===== src/sv/lpct_pkg.sv =====
// ----------------------------------------------------------------------------
// lpct_pkg
// Types and constants shared by the long period compare timer files.
// ----------------------------------------------------------------------------
package lpct_pkg;

    localparam int OP_W      = 2;
    localparam int CH_W      = 2;
    localparam int PERIOD_W  = 32;
    localparam int HALF_W    = 16;
    localparam int S_DATA_W  = 40;
    localparam int M_DATA_W  = 24;

    localparam logic [OP_W-1:0] OP_ARM    = 2'd0;
    localparam logic [OP_W-1:0] OP_EVENT  = 2'd1;
    localparam logic [OP_W-1:0] OP_DISARM = 2'd2;

    localparam logic [HALF_W-1:0] STEP_MAX = 16'hFFFF;

    typedef struct packed {
        logic [HALF_W-1:0] reload_high;
        logic [HALF_W-1:0] reload_low;
        logic [HALF_W-1:0] remain_high;
        logic [HALF_W-1:0] remain_low;
        logic [HALF_W-1:0] compare_store;
    } lpct_entry_t;

    typedef struct packed {
        logic [CH_W-1:0]   channel_out;
        logic              fired;
        logic [HALF_W-1:0] compare_value;
        logic              armed_out;
    } lpct_result_t;

endpackage


===== src/sv/long_period_compare_timer_unit.sv =====
// ----------------------------------------------------------------------------
// long_period_compare_timer_unit
// Four-channel extended-range output compare with 32-bit periods.
// ----------------------------------------------------------------------------
// The input stream carries one word per item: s_tuser holds the operation
// (arm, compare match event, disarm) and s_tdata the channel and the period.
// Every accepted word produces exactly one result word on the m_ side with
// the channel, the fired flag, the new compare value and the armed mark.
// Channel state lives in a simple dual-port synchronous memory with a
// registered read; a word is read when accepted, modified in the modify stage
// and written back as it leaves that stage, and a bypass register covers
// back-to-back words on the same channel. A result word passes the modify
// stage and then the output register before it becomes valid, and one word
// can be accepted in every cycle while the receiver keeps up. The result sits
// in an output register; when the receiver stalls, the word being processed
// waits in the modify stage and the input stalls only once both stages are
// full. Reset disarms all channels and marks every memory entry as empty, so
// an entry reads as zero until its channel is first written. No clearing
// pass is needed, and the block accepts words in the first cycle after reset.
// ----------------------------------------------------------------------------
module long_period_compare_timer_unit #(
    parameter int CHANNELS = 4
) (
    input  logic                          aclk,
    input  logic                          aresetn,
    input  logic                          s_tvalid,
    output logic                          s_tready,
    // Fields from bit 0: channel[1:0], period_us[33:2], zero fill.
    input  logic [lpct_pkg::S_DATA_W-1:0] s_tdata,
    // Fields from bit 0: operation[1:0].
    input  logic [lpct_pkg::OP_W-1:0]     s_tuser,
    output logic                          m_tvalid,
    input  logic                          m_tready,
    // Fields from bit 0: channel_out[1:0], fired[2], compare_value[18:3],
    // armed_out[19], zero fill.
    output logic [lpct_pkg::M_DATA_W-1:0] m_tdata
);
    import lpct_pkg::*;

    localparam int ADDR_W = (CHANNELS > 1) ? $clog2(CHANNELS) : 1;

    lpct_entry_t          mem [CHANNELS];
    lpct_entry_t          rd_data_reg;
    logic [CHANNELS-1:0]  entry_valid_reg;
    logic [CHANNELS-1:0]  armed_reg;

    logic                 s1_valid_reg;
    logic [OP_W-1:0]      s1_op_reg;
    logic [CH_W-1:0]      s1_ch_reg;
    logic [PERIOD_W-1:0]  s1_period_reg;
    logic                 fwd_hit_reg;
    lpct_entry_t          fwd_data_reg;

    logic                 m_valid_reg;
    lpct_result_t         m_result_reg;

    logic                 s_accept;
    logic                 s1_adv;
    logic [CH_W-1:0]      s_ch;
    logic [ADDR_W-1:0]    s_addr;
    logic [ADDR_W-1:0]    s1_addr;
    logic                 s1_in_range;
    lpct_entry_t          cur;
    lpct_entry_t          upd;
    logic                 cur_armed;
    logic                 armed_next;
    logic                 fired;
    lpct_result_t         result;

    assign s_ch        = s_tdata[CH_W-1:0];
    assign s_addr      = s_ch[ADDR_W-1:0];
    assign s1_addr     = s1_ch_reg[ADDR_W-1:0];
    assign s1_in_range = ({1'b0, s1_ch_reg} < (CH_W+1)'(CHANNELS));

    assign s1_adv   = s1_valid_reg && (!m_valid_reg || m_tready);
    assign s_tready = !s1_valid_reg || s1_adv;
    assign s_accept = s_tvalid && s_tready;

    // Current entry: bypass from the previous write, memory, or empty.
    always_comb begin
        if (fwd_hit_reg) begin
            cur = fwd_data_reg;
        end else if (entry_valid_reg[s1_addr]) begin
            cur = rd_data_reg;
        end else begin
            cur = '0;
        end
        cur_armed = armed_reg[s1_addr];
    end

    always_comb begin
        upd        = cur;
        armed_next = cur_armed;
        fired      = 1'b0;
        unique case (s1_op_reg)
            OP_ARM: begin
                if (s1_period_reg != '0) begin
                    armed_next      = 1'b1;
                    upd.reload_low  = s1_period_reg[HALF_W-1:0];
                    upd.reload_high = s1_period_reg[PERIOD_W-1:HALF_W];
                    upd.remain_low  = s1_period_reg[HALF_W-1:0];
                    upd.remain_high = s1_period_reg[PERIOD_W-1:HALF_W];
                    upd.compare_store = (s1_period_reg[PERIOD_W-1:HALF_W] != '0)
                                        ? STEP_MAX : s1_period_reg[HALF_W-1:0];
                end
            end
            OP_EVENT: begin
                if (cur_armed) begin
                    if (cur.remain_high == '0 && cur.remain_low == '0) begin
                        upd.remain_low  = cur.reload_low;
                        upd.remain_high = cur.reload_high;
                        fired           = 1'b1;
                    end
                    if (upd.remain_high != '0) begin
                        upd.compare_store = upd.compare_store + STEP_MAX;
                        upd.remain_high   = upd.remain_high - 1'b1;
                    end else if (upd.remain_low != '0) begin
                        upd.compare_store = upd.compare_store + upd.remain_low;
                        upd.remain_low    = '0;
                    end
                end
            end
            OP_DISARM: begin
                armed_next = 1'b0;
            end
            default: begin
            end
        endcase

        result.channel_out = s1_ch_reg;
        if (s1_in_range) begin
            result.fired         = fired;
            result.compare_value = upd.compare_store;
            result.armed_out     = armed_next;
        end else begin
            result.fired         = 1'b0;
            result.compare_value = '0;
            result.armed_out     = 1'b0;
        end
    end

    always_ff @(posedge aclk) begin
        if (s_accept) begin
            rd_data_reg <= mem[s_addr];
        end
        if (s1_adv && s1_in_range) begin
            mem[s1_addr] <= upd;
        end
    end

    always_ff @(posedge aclk) begin
        if (!aresetn) begin
            s1_valid_reg    <= 1'b0;
            m_valid_reg     <= 1'b0;
            armed_reg       <= '0;
            entry_valid_reg <= '0;
            fwd_hit_reg     <= 1'b0;
        end else begin
            if (s_accept) begin
                s1_valid_reg <= 1'b1;
                fwd_hit_reg  <= s1_adv && s1_in_range && (s1_ch_reg == s_ch);
            end else if (s1_adv) begin
                s1_valid_reg <= 1'b0;
            end
            if (s1_adv) begin
                m_valid_reg <= 1'b1;
            end else if (m_tready) begin
                m_valid_reg <= 1'b0;
            end
            if (s1_adv && s1_in_range) begin
                armed_reg[s1_addr]       <= armed_next;
                entry_valid_reg[s1_addr] <= 1'b1;
            end
        end
    end

    always_ff @(posedge aclk) begin
        if (s_accept) begin
            s1_op_reg     <= s_tuser;
            s1_ch_reg     <= s_ch;
            s1_period_reg <= s_tdata[CH_W+PERIOD_W-1:CH_W];
            fwd_data_reg  <= upd;
        end
        if (s1_adv) begin
            m_result_reg <= result;
        end
    end

    assign m_tvalid = m_valid_reg;
    assign m_tdata  = {{(M_DATA_W-$bits(lpct_result_t)){1'b0}},
                       m_result_reg.armed_out, m_result_reg.compare_value,
                       m_result_reg.fired, m_result_reg.channel_out};

endmodule


===== config.mk =====
export PLATFORM = sky130hd
export DESIGN_NAME = long_period_compare_timer_unit
export DESIGN_NICKNAME = d
export VERILOG_FILES = /design/src/sv/lpct_pkg.sv /design/src/sv/long_period_compare_timer_unit.sv
export SDC_FILE = /design/constraint.sdc
export NUM_CORES = 1
export LEC_CHECK = 0
export CORE_MARGIN = 2
export CORE_UTILIZATION = 30
export DETAILED_ROUTE_END_ITERATION = 10
export DONT_BUFFER_PORTS = 1
export PLACE_DENSITY = 0.51
export SLEW_MARGIN = 20
export SYNTH_ARGS = -nofsm -noshare
export SYNTH_HDL_FRONTEND = slang
export SYNTH_SLANG_ARGS = --single-unit

===== constraint.sdc =====
create_clock -name aclk -period 10 [get_ports aclk]
set_clock_uncertainty 0.15 [all_clocks]
set_input_delay 0.5 -clock aclk [delete_from_list [all_inputs] [get_ports aclk]]
set_output_delay 0.5 -clock aclk [all_outputs]
set_load 0.01 [all_outputs]

# [Yosys cells after proc, flatten, opt, wreduce, memory -nomap -nowiden]
# Memory sizes are Yosys's and may differ from the RTL's. A register that Yosys moved wholly into a read port is not among the register bits.
# Index checks and enable logic that the tools add are counted.
[word_totals] memories=1 ff_bits=147 word_cells=76 in_bits=46 out_inout_bits=26 mem_bits_rw=320
[classes] n_mux=30 n_eq_ne=3 magnitude_cmp=2 n_reduce_logical=19 bitwise_logic=1 add_sub_neg=3
[mem_list] memory="mem" depth=4 width=80 rd=1 rd_clocked_by_memory_dff=1 write_ports=1 line="long_period_compare_timer_unit.sv:42" source="lpct_entry_t mem [CHANNELS];"
[op_table] cell="80-bit two-way mux" count=3
[op_table] cell="32-bit two-way mux" count=5
[op_table] cell="48-bit one-hot mux with 2 select lines" count=1
[op_table] cell="16-bit two-way mux" count=4
[op_table] cell="48-bit two-way mux" count=1
[op_table] cell="16-bit nonzero test" count=3
[op_table] cell="16-bit logical NOT" count=2
[op_table] cell="32-bit nonzero test" count=1
[op_table] cell="16-bit adder" count=1
[op_table] cell="16-bit adder (second input constant)" count=1
[op_table] cell="16-bit by 1-bit subtractor with 16-bit output (second input constant)" count=1
[op_table] cell="1-bit two-way mux" count=11
[op_table] cell="1-bit logical AND" count=5
[op_table] cell="1-bit binary-select mux with 2-bit select" count=2
[op_table] cell="4-bit bitwise mux" count=1
[op_table] cell="4-bit bitwise OR" count=1
[op_table] cell="2-bit nonzero test" count=2
[op_table] cell="2-bit by 3-bit < comparator with 1-bit output (second input constant)" count=1
[op_table] cell="1-bit demux with 2-bit select" count=1
[op_table] cell="2-bit by 1-bit equality test with 1-bit output (second input constant)" count=1
[op_table] cell="2-bit equality test" count=1
[op_table] cell="2-bit equality test (second input constant)" count=1
[op_table] cell="2-bit by 1-bit greater-or-equal comparator with 1-bit output (second input constant)" count=1
[op_table] cell="1-bit logical NOT" count=2
[op_table] cell="other kinds (4)" count=5

# [Depth between registers and ports, before layout]
# Gate-level depths: netlist of run 1.
[depth] depth_word=14 depth_mapped=22 ltp_nobuf=17

# [Worst setup path before layout of run 1]
# OpenSTA, ideal clock, no wires.
[synth_path] path_kind="input -> register" from="in m_tready" to="reg armed_reg[0]" cell_stages=5 setup_ps=123 arrival_ps=8306 path_slack_ps=1421 path_cell_list="nor2b_1 nor2b_1 nor3b_1 mux2i_1 nor2b_1"
[synth_between] elab_chain_cells=2
[synth_rtl] item="from (decl)" line="long_period_compare_timer_unit.sv:33" source="input logic m_tready,"
[synth_rtl] item="1-bit logical OR" line="long_period_compare_timer_unit.sv:75" source="assign s1_adv = s1_valid_reg && (!m_valid_reg || m_tready);"
[synth_rtl] item="1-bit logical AND" line="long_period_compare_timer_unit.sv:75"
[synth_rtl] item="net s1_adv" line="long_period_compare_timer_unit.sv:58" source="logic s1_adv;"
[synth_rtl] item="to (signal, indexed assignment)" line="long_period_compare_timer_unit.sv:171" source="armed_reg[s1_addr] <= armed_next;"
[synth_rtl] item="to (decl)" line="long_period_compare_timer_unit.sv:45" source="logic [CHANNELS-1:0] armed_reg;"
# The timed path passes the listed nets, and every way through them passes these cells.
# A chain may end at the register's enable or synchronous reset.

==> qor.yml, run 1 <==
power:
  p_seq_share_pct: 50.4
  clock_power_share_pct: 39.7
  p_comb_share_pct: 9.9
  powerDensity_nw_per_um2: 194.5
  switching_power_uw: 1290
  internal_power_uw: 4083
  leakage_uw: 0.009173
  peakVddDrop_mv: 0.1456
  swShare_pct: 24.00
synth:
  synth.avg_cell_area_sq_um: 14.68
  yosys-top-cells-area: "edfxtp_1 67%, mux4_2 7.6%, a21oi_1 2.2%"
  synthArstFlopShare_pct: 0
  yosysWarnings: 0
  synth_ff_type: "edfxtp_1"
  yosysSeqAreaShare_pct: 67.55
  ys_ff_latch: 547
  synthesis.area_sq_um: 24150
  synth_top_area_share_pct: 66.64
  ys_top_cells_by_count: "536 x edfxtp_1, 118 x nand2_1, 110 x nor2_1, 106 x a21oi_1, 100 x o21ai_0"
  yosysMostFrequentCell: "edfxtp_1"
  synth_edf_count: 536
  yosysTopAreaCell: "edfxtp_1"
  synthCells: 1645
  yosysUniqueCellTypes: 87
critical_path:
  slowest_stage: "o31ai_1"
  crit_arrival_ps: 6730
  crit_fanout: 67
  required_ps: 10150
  path_class: "reg -> reg"
  cp_cell_sequence: "mux4_2 -> buf_4 -> a31oi_1 -> nand2_1 -> nand4b_4 -> buf_4 -> and2_1 -> a21oi_1 -> ha_1 -> a21o_1 -> or3_1 -> a31oi_1 -> o31ai_2 -> o211ai_2 -> nand2_1 -> a31oi_1 -> xnor2_1 -> a2111oi_0 -> o31ai_1"
  worstSetupEndpointType: "register"
  cpPeakStageDelay_ps: 800
  start_kind: "register"
  crit_top_cell: "a31oi_1"
  crit_family: "compound AO/OA/AOI/OAI gates"
  cp.buffers_inverters: 2
finish:
  area_growth_pct: 14.36
  nFillCells: 7817
  drive_gt1_share_pct: 13.92
  final-seq-area_sq_um: 16320
  n_antenna_cell: 0
  fin_util_pct: 34.46
  fin_nets: 1739
  largest_reg_flops: 320
  multi_input_area_sq_um: 7392
sta:
  worst_pin_slew_ps: 1040
  period_share_pct: 65.82
  finalHoldViolCount: 0
  setup_viol: 0
  holdWs_ps: 45.25
  max_slew_margin_pct: 30.67
  slew_violations: 0
  max_freq_mhz: 151.9
  rsz0062_at_grt: "no"
  tns_ps: 0
  period_minus_slack_ps: 6582
clocking:
  clock-sinks: 547
  cts_tree: "done"
  cts_resized: 0
  cts_buffers: 57
  cts_buffer_depth: 3
  h-tree-depth: 2
  clkTransAtPathRegs_ps: 60
  clock_latency_ps: 620
  hold_buffers: 39
  cts-root-buf: "clkbuf_16"
  postCtsSetupRepairBufs: 0
route:
  first_pass_iters: 9
  ant_nets: 0
  wire_per_inst_microns: 24.38
  drcViolationCount: 0
  vias: 15110
  routed_wl_mm: 67.72
  dr.first_iter.drc_count: 1398
  viasPerCell: 5.441
die:
  die-area_sq_um: 82790
  initial_core_util_pct: 30.13
  die_x_microns: 287.7
  rows: 104
  fp.dieH_microns: 287.7
  io_pins: 72
  core_sq_um: 80160
placed_design:
  port-buffer-count: 0
  dp_hpwl_mm: 42.18
  gp_congestion: 0.8729
global_routing:
  grt-ovfl-total: 0
  grt.total_usage_pct: 16.23
  grt_pass1_wl_mm: 100.0
  antenna_found_initial: 1
  grt_pass1_vias: 15120
  grt_max_degree: 123
outcome:
  status: "complete, no violations"
hold_path:
  hold_class: "in -> reg"
flow_run:
  drv_cap: 0
[cell type report]
type | count | share of cell area [%]
Sequential cell | 547 | 59.09
Clock buffer | 76 | 5.722
Multi-Input combinational cell | 980 | 26.76
Inverter | 19 | 0.2854
Timing Repair Buffer | 70 | 2.310
Clock inverter | 25 | 1.028
Tap cell | 1060 | 4.802
[power by group through the flow]
stage                     sequential (uW)  combinational, uW  clock, uW
after floorplan                      2730                377          0
after global placement               2750                505          0
after detailed placement             2760                513          0
after CTS                            2710                527       2180
after global routing                 2720                573       2260
final                                2710                532       2130
[cells by family after synthesis]
logic type / after synthesis / share of synthesized area (%)
buffers and inverters: 121 / 2.077
adder cells (fa/ha/maj): 18 / 0.9636
other: 1 / 0.01553
AO/OA/AOI/OAI: 425 / 11.66
flip-flops: 547 / 67.55
XOR/XNOR: 21 / 0.7616
AND/OR/NAND/NOR: 407 / 8.356
multiplexers: 105 / 8.615
[stage by stage]
step	worst slack (ps)	instance area, sq um	instances	total power (uW)
4_1_cts	3461	27590	2775	5418
6_report	3418	27620	2777	5372
3_3_place_gp	3593	25330	2635	3259
5_1_grt	2942	27620	2777	5550
3_5_place_dp	3507	25330	2635	3270
2_1_floorplan	1421	24160	1648	3109
[worst paths after layout]
| check | from | to | slack (ps) | cells past startpoint |
|---|---|---|---|---|
| hold / removal | s_tdata[1] | rd_data_reg[10] | 50 | 1 |
| setup reg to reg | s1_addr[0] | mem[2][9] | 3420 | 19 |
| setup / recovery | s1_addr[0] | mem[2][9] | 3420 | 19 |
| hold reg to reg | entry_valid_reg[2] | entry_valid_reg[2] | 350 | 1 |
[routing by layer]
layer / track usage, % / wire length (microns)
met4: 5.155 / 1945
met2: 26.27 / 31840
met3: 2.409 / 3797
met5: 0 / 18
met1: 22.46 / 30110
[cell usage in the layout (no fill, tap or decap), types with 7 or more instances in the layout]
master           n
edfxtp_1       536
nand2_1        117
nor2_1         108
a21oi_1        105
o21ai_0        100
mux4_2          81
clkbuf_16       59
dlygate4sd3_1   40
and3_1          36
a31oi_1         34
buf_4           29
o21a_1          20
and2_1          20
nand3_1         20
nor4_1          19
nor3_1          19
o221ai_1        19
inv_1           17
mux2i_1         17
a22oi_1         17
ha_1            17
xnor2_1         15
clkbuf_1        13
nor2b_1         12
o21ai_1         11
a221oi_1        11
a21o_1          10
dfxtp_1         10
nand4_1          8
nor3b_1          8
o211ai_1         8
clkinv_1         8
a22o_1           7
o22ai_1          7
(Power assumes the default switching activity.)
==> inputs of run 2 (changes only) <==
--- a/config.mk
+++ b/config.mk
@@ -9,7 +9,7 @@
 export CORE_UTILIZATION = 30
 export DETAILED_ROUTE_END_ITERATION = 10
 export DONT_BUFFER_PORTS = 1
-export PLACE_DENSITY = 0.51
+export PLACE_DENSITY = 0.52
 export SLEW_MARGIN = 20
 export SYNTH_ARGS = -nofsm -noshare
 export SYNTH_HDL_FRONTEND = slang
==> constraint.sdc (replaced) <==
create_clock -name aclk -period 5.55 [get_ports aclk]
set_clock_uncertainty 0.15 [all_clocks]
set_input_delay 0.2775 -clock aclk [delete_from_list [all_inputs] [get_ports aclk]]
set_output_delay 0.2775 -clock aclk [all_outputs]
set_load 0.01 [all_outputs]
==> run 2 against run 1 <==
Critical path type unchanged. Routed wire length fell by 0.34%. Total power rose by 80%. Combinational power rose by 100%. Global-route usage fell by 0.16 points. Critical endpoint is now mem[1][10]. Clock power rose by 74%. Non-clock buffer count rose by 48.
==> qor.yml, run 2 (synthesis gave the netlist of run 1 again) <==
outcome:
  status: "complete, no violations"
die:
  initial_core_util_pct: 30.13
  die-area_sq_um: 82790
  core_sq_um: 80160
  fp.dieH_microns: 287.7
  die_x_microns: 287.7
  io_pins: 72
  rows: 104
critical_path:
  path_class: "reg -> reg"
  reg2reg_from: "s1_addr[0]"
  required_ps: 5720
  reg2reg_depth: 16
  rrSetupSlack_ps: 300
  worstSetupEndpointType: "register"
  crit_fanout: 11
  start_kind: "register"
  slowest_stage: "mux4_2"
  crit_top_cell: "a21oi_1"
  cp.buffers_inverters: 2
  crit_family: "compound AO/OA/AOI/OAI gates"
  crit_arrival_ps: 5420
  cp_cell_sequence: "mux4_2 -> or2_1 -> o41ai_2 -> buf_4 -> and4b_1 -> buf_12 -> nor2_1 -> a21oi_1 -> ha_1 -> a21oi_1 -> a21oi_1 -> a21oi_1 -> a31oi_1 -> a41o_1 -> o31a_1 -> o211ai_1"
  reg2reg_to: "mem[1][10]"
  cpPeakStageDelay_ps: 690
route:
  first_pass_iters: 6
  wire_per_inst_microns: 23.85
  drcViolationCount: 0
  ant_nets: 0
  dr.first_iter.drc_count: 1642
  viasPerCell: 5.397
  vias: 15270
  routed_wl_mm: 67.48
sta:
  period_share_pct: 94.56
  fin_ws_ps: 301.7
  period_minus_slack_ps: 5248
  max_freq_mhz: 190.5
  holdWs_ps: 80.42
  setup_viol: 0
  rsz0062_at_grt: "no"
  worst_pin_slew_ps: 873.0
  finalHoldViolCount: 0
  max_slew_margin_pct: 41.66
  slew_violations: 0
global_routing:
  antenna_found_initial: 1
  grt_pass1_wl_mm: 99.12
  grt_pass1_vias: 14950
  grt_max_degree: 96
  grt.total_usage_pct: 16.08
  grt-ovfl-total: 0
finish:
  largest_reg_flops: 320
  nFillCells: 7737
  layout_common_cells: "536 x edfxtp_1, 117 x nand2_1, 108 x nor2_1"
  drive_gt1_share_pct: 16.86
  fin_nets: 1786
  mostFrequentLayoutCell: "edfxtp_1"
  area_growth_pct: 16.16
clocking:
  cts_tree: "done"
  cts_buffer_depth: 3
  clock-sinks: 547
  cts-root-buf: "clkbuf_16"
  cts_buffers: 56
  clock_latency_ps: 610
  clkTransAtPathRegs_ps: 60
  h-tree-depth: 2
placed_design:
  dp_hpwl_mm: 43.37
  dpl_worst_slack_ps: 184.8
  gp_congestion: 0.8974
  port-buffer-count: 0
hold_path:
  hold_class: "in -> reg"
  min_path_cells: 1
  hp-start: "s_tdata[1]"
  min_to: "s1_addr[1]"
flow_run:
  drv_cap: 0
power:
  powerDensity_nw_per_um2: 344.1
  peakVddDrop_mv: 0.2799
  leakage_uw: 0.009413
==> run 2: final cells by class <==
cell class	instances	area, sq um	area share (%)
sequential	547	16320	58.17
multi-input combinational	980	7408	26.41
clock buffer	70	1484	5.289
tap	1060	1326	4.727
timing repair buffer	118	1112	3.965
clock inverter	34	324.1	1.155
inverter	19	78.83	0.2810
antenna	1	2.502	0.008919
==> run 2: power by group <==
| part | leakage (uW) | internal (uW) | switching, uW |
|---|---|---|---|
| registers | 0.00517 | 4770 | 103 |
| logic | 0.00337 | 381 | 688 |
| clock network | 0.000874 | 2130 | 1580 |
==> run 2: worst max-delay path by stage <==
stage	to	slack, ps	startpoint	cells after the start
2_1_floorplan	armed_reg[0]	-80	m_tvalid	5
3_3_place_gp	mem[2][13]	240	fwd_hit_reg	16
3_5_place_dp	m_tdata[12]	180	s1_addr[0]	18
4_1_cts	m_tdata[12]	170	s1_addr[0]	18
5_1_grt	fwd_data_reg[45]	40	s1_addr[0]	17
6_report	mem[1][10]	300	s1_addr[0]	16
==> run 2: timing repair <==
item / CTS / global route
hold buffers: 40 / 0
hold endpoints to repair: 127 / 0
gates resized for setup: 0 / 4
endpoints found under the setup margin: 0 / 23
setup buffers: 0 / 1
==> run 2: per-stage QoR <==
stage / power, uW / area, sq um / std cells / utilization (%) / TNS, ps
final: 9654 / 28060 / 2829 / 35.00 / 0
after CTS: 9736 / 28010 / 2827 / 34.95 / 0
after floorplan: 5599 / 24170 / 1648 / - / -2747
after global routing: 10000 / 28050 / 2828 / 35.00 / 0
after global placement: 5931 / 25770 / 2683 / 32.15 / 0
after detailed placement: 5952 / 25770 / 2683 / 32.15 / 0
==> run 2: metal layers <==
layer / part of all wire [%] / vias to the layer above / GRT usage (%)
met5: 0.019 / - / 0
met4: 3.1 / 2 / 5.337
met3: 5.8 / 121 / 2.266
met2: 47 / 520 / 26.21
met1: 44 / 7905 / 22.07
li1: - / 6721 / -
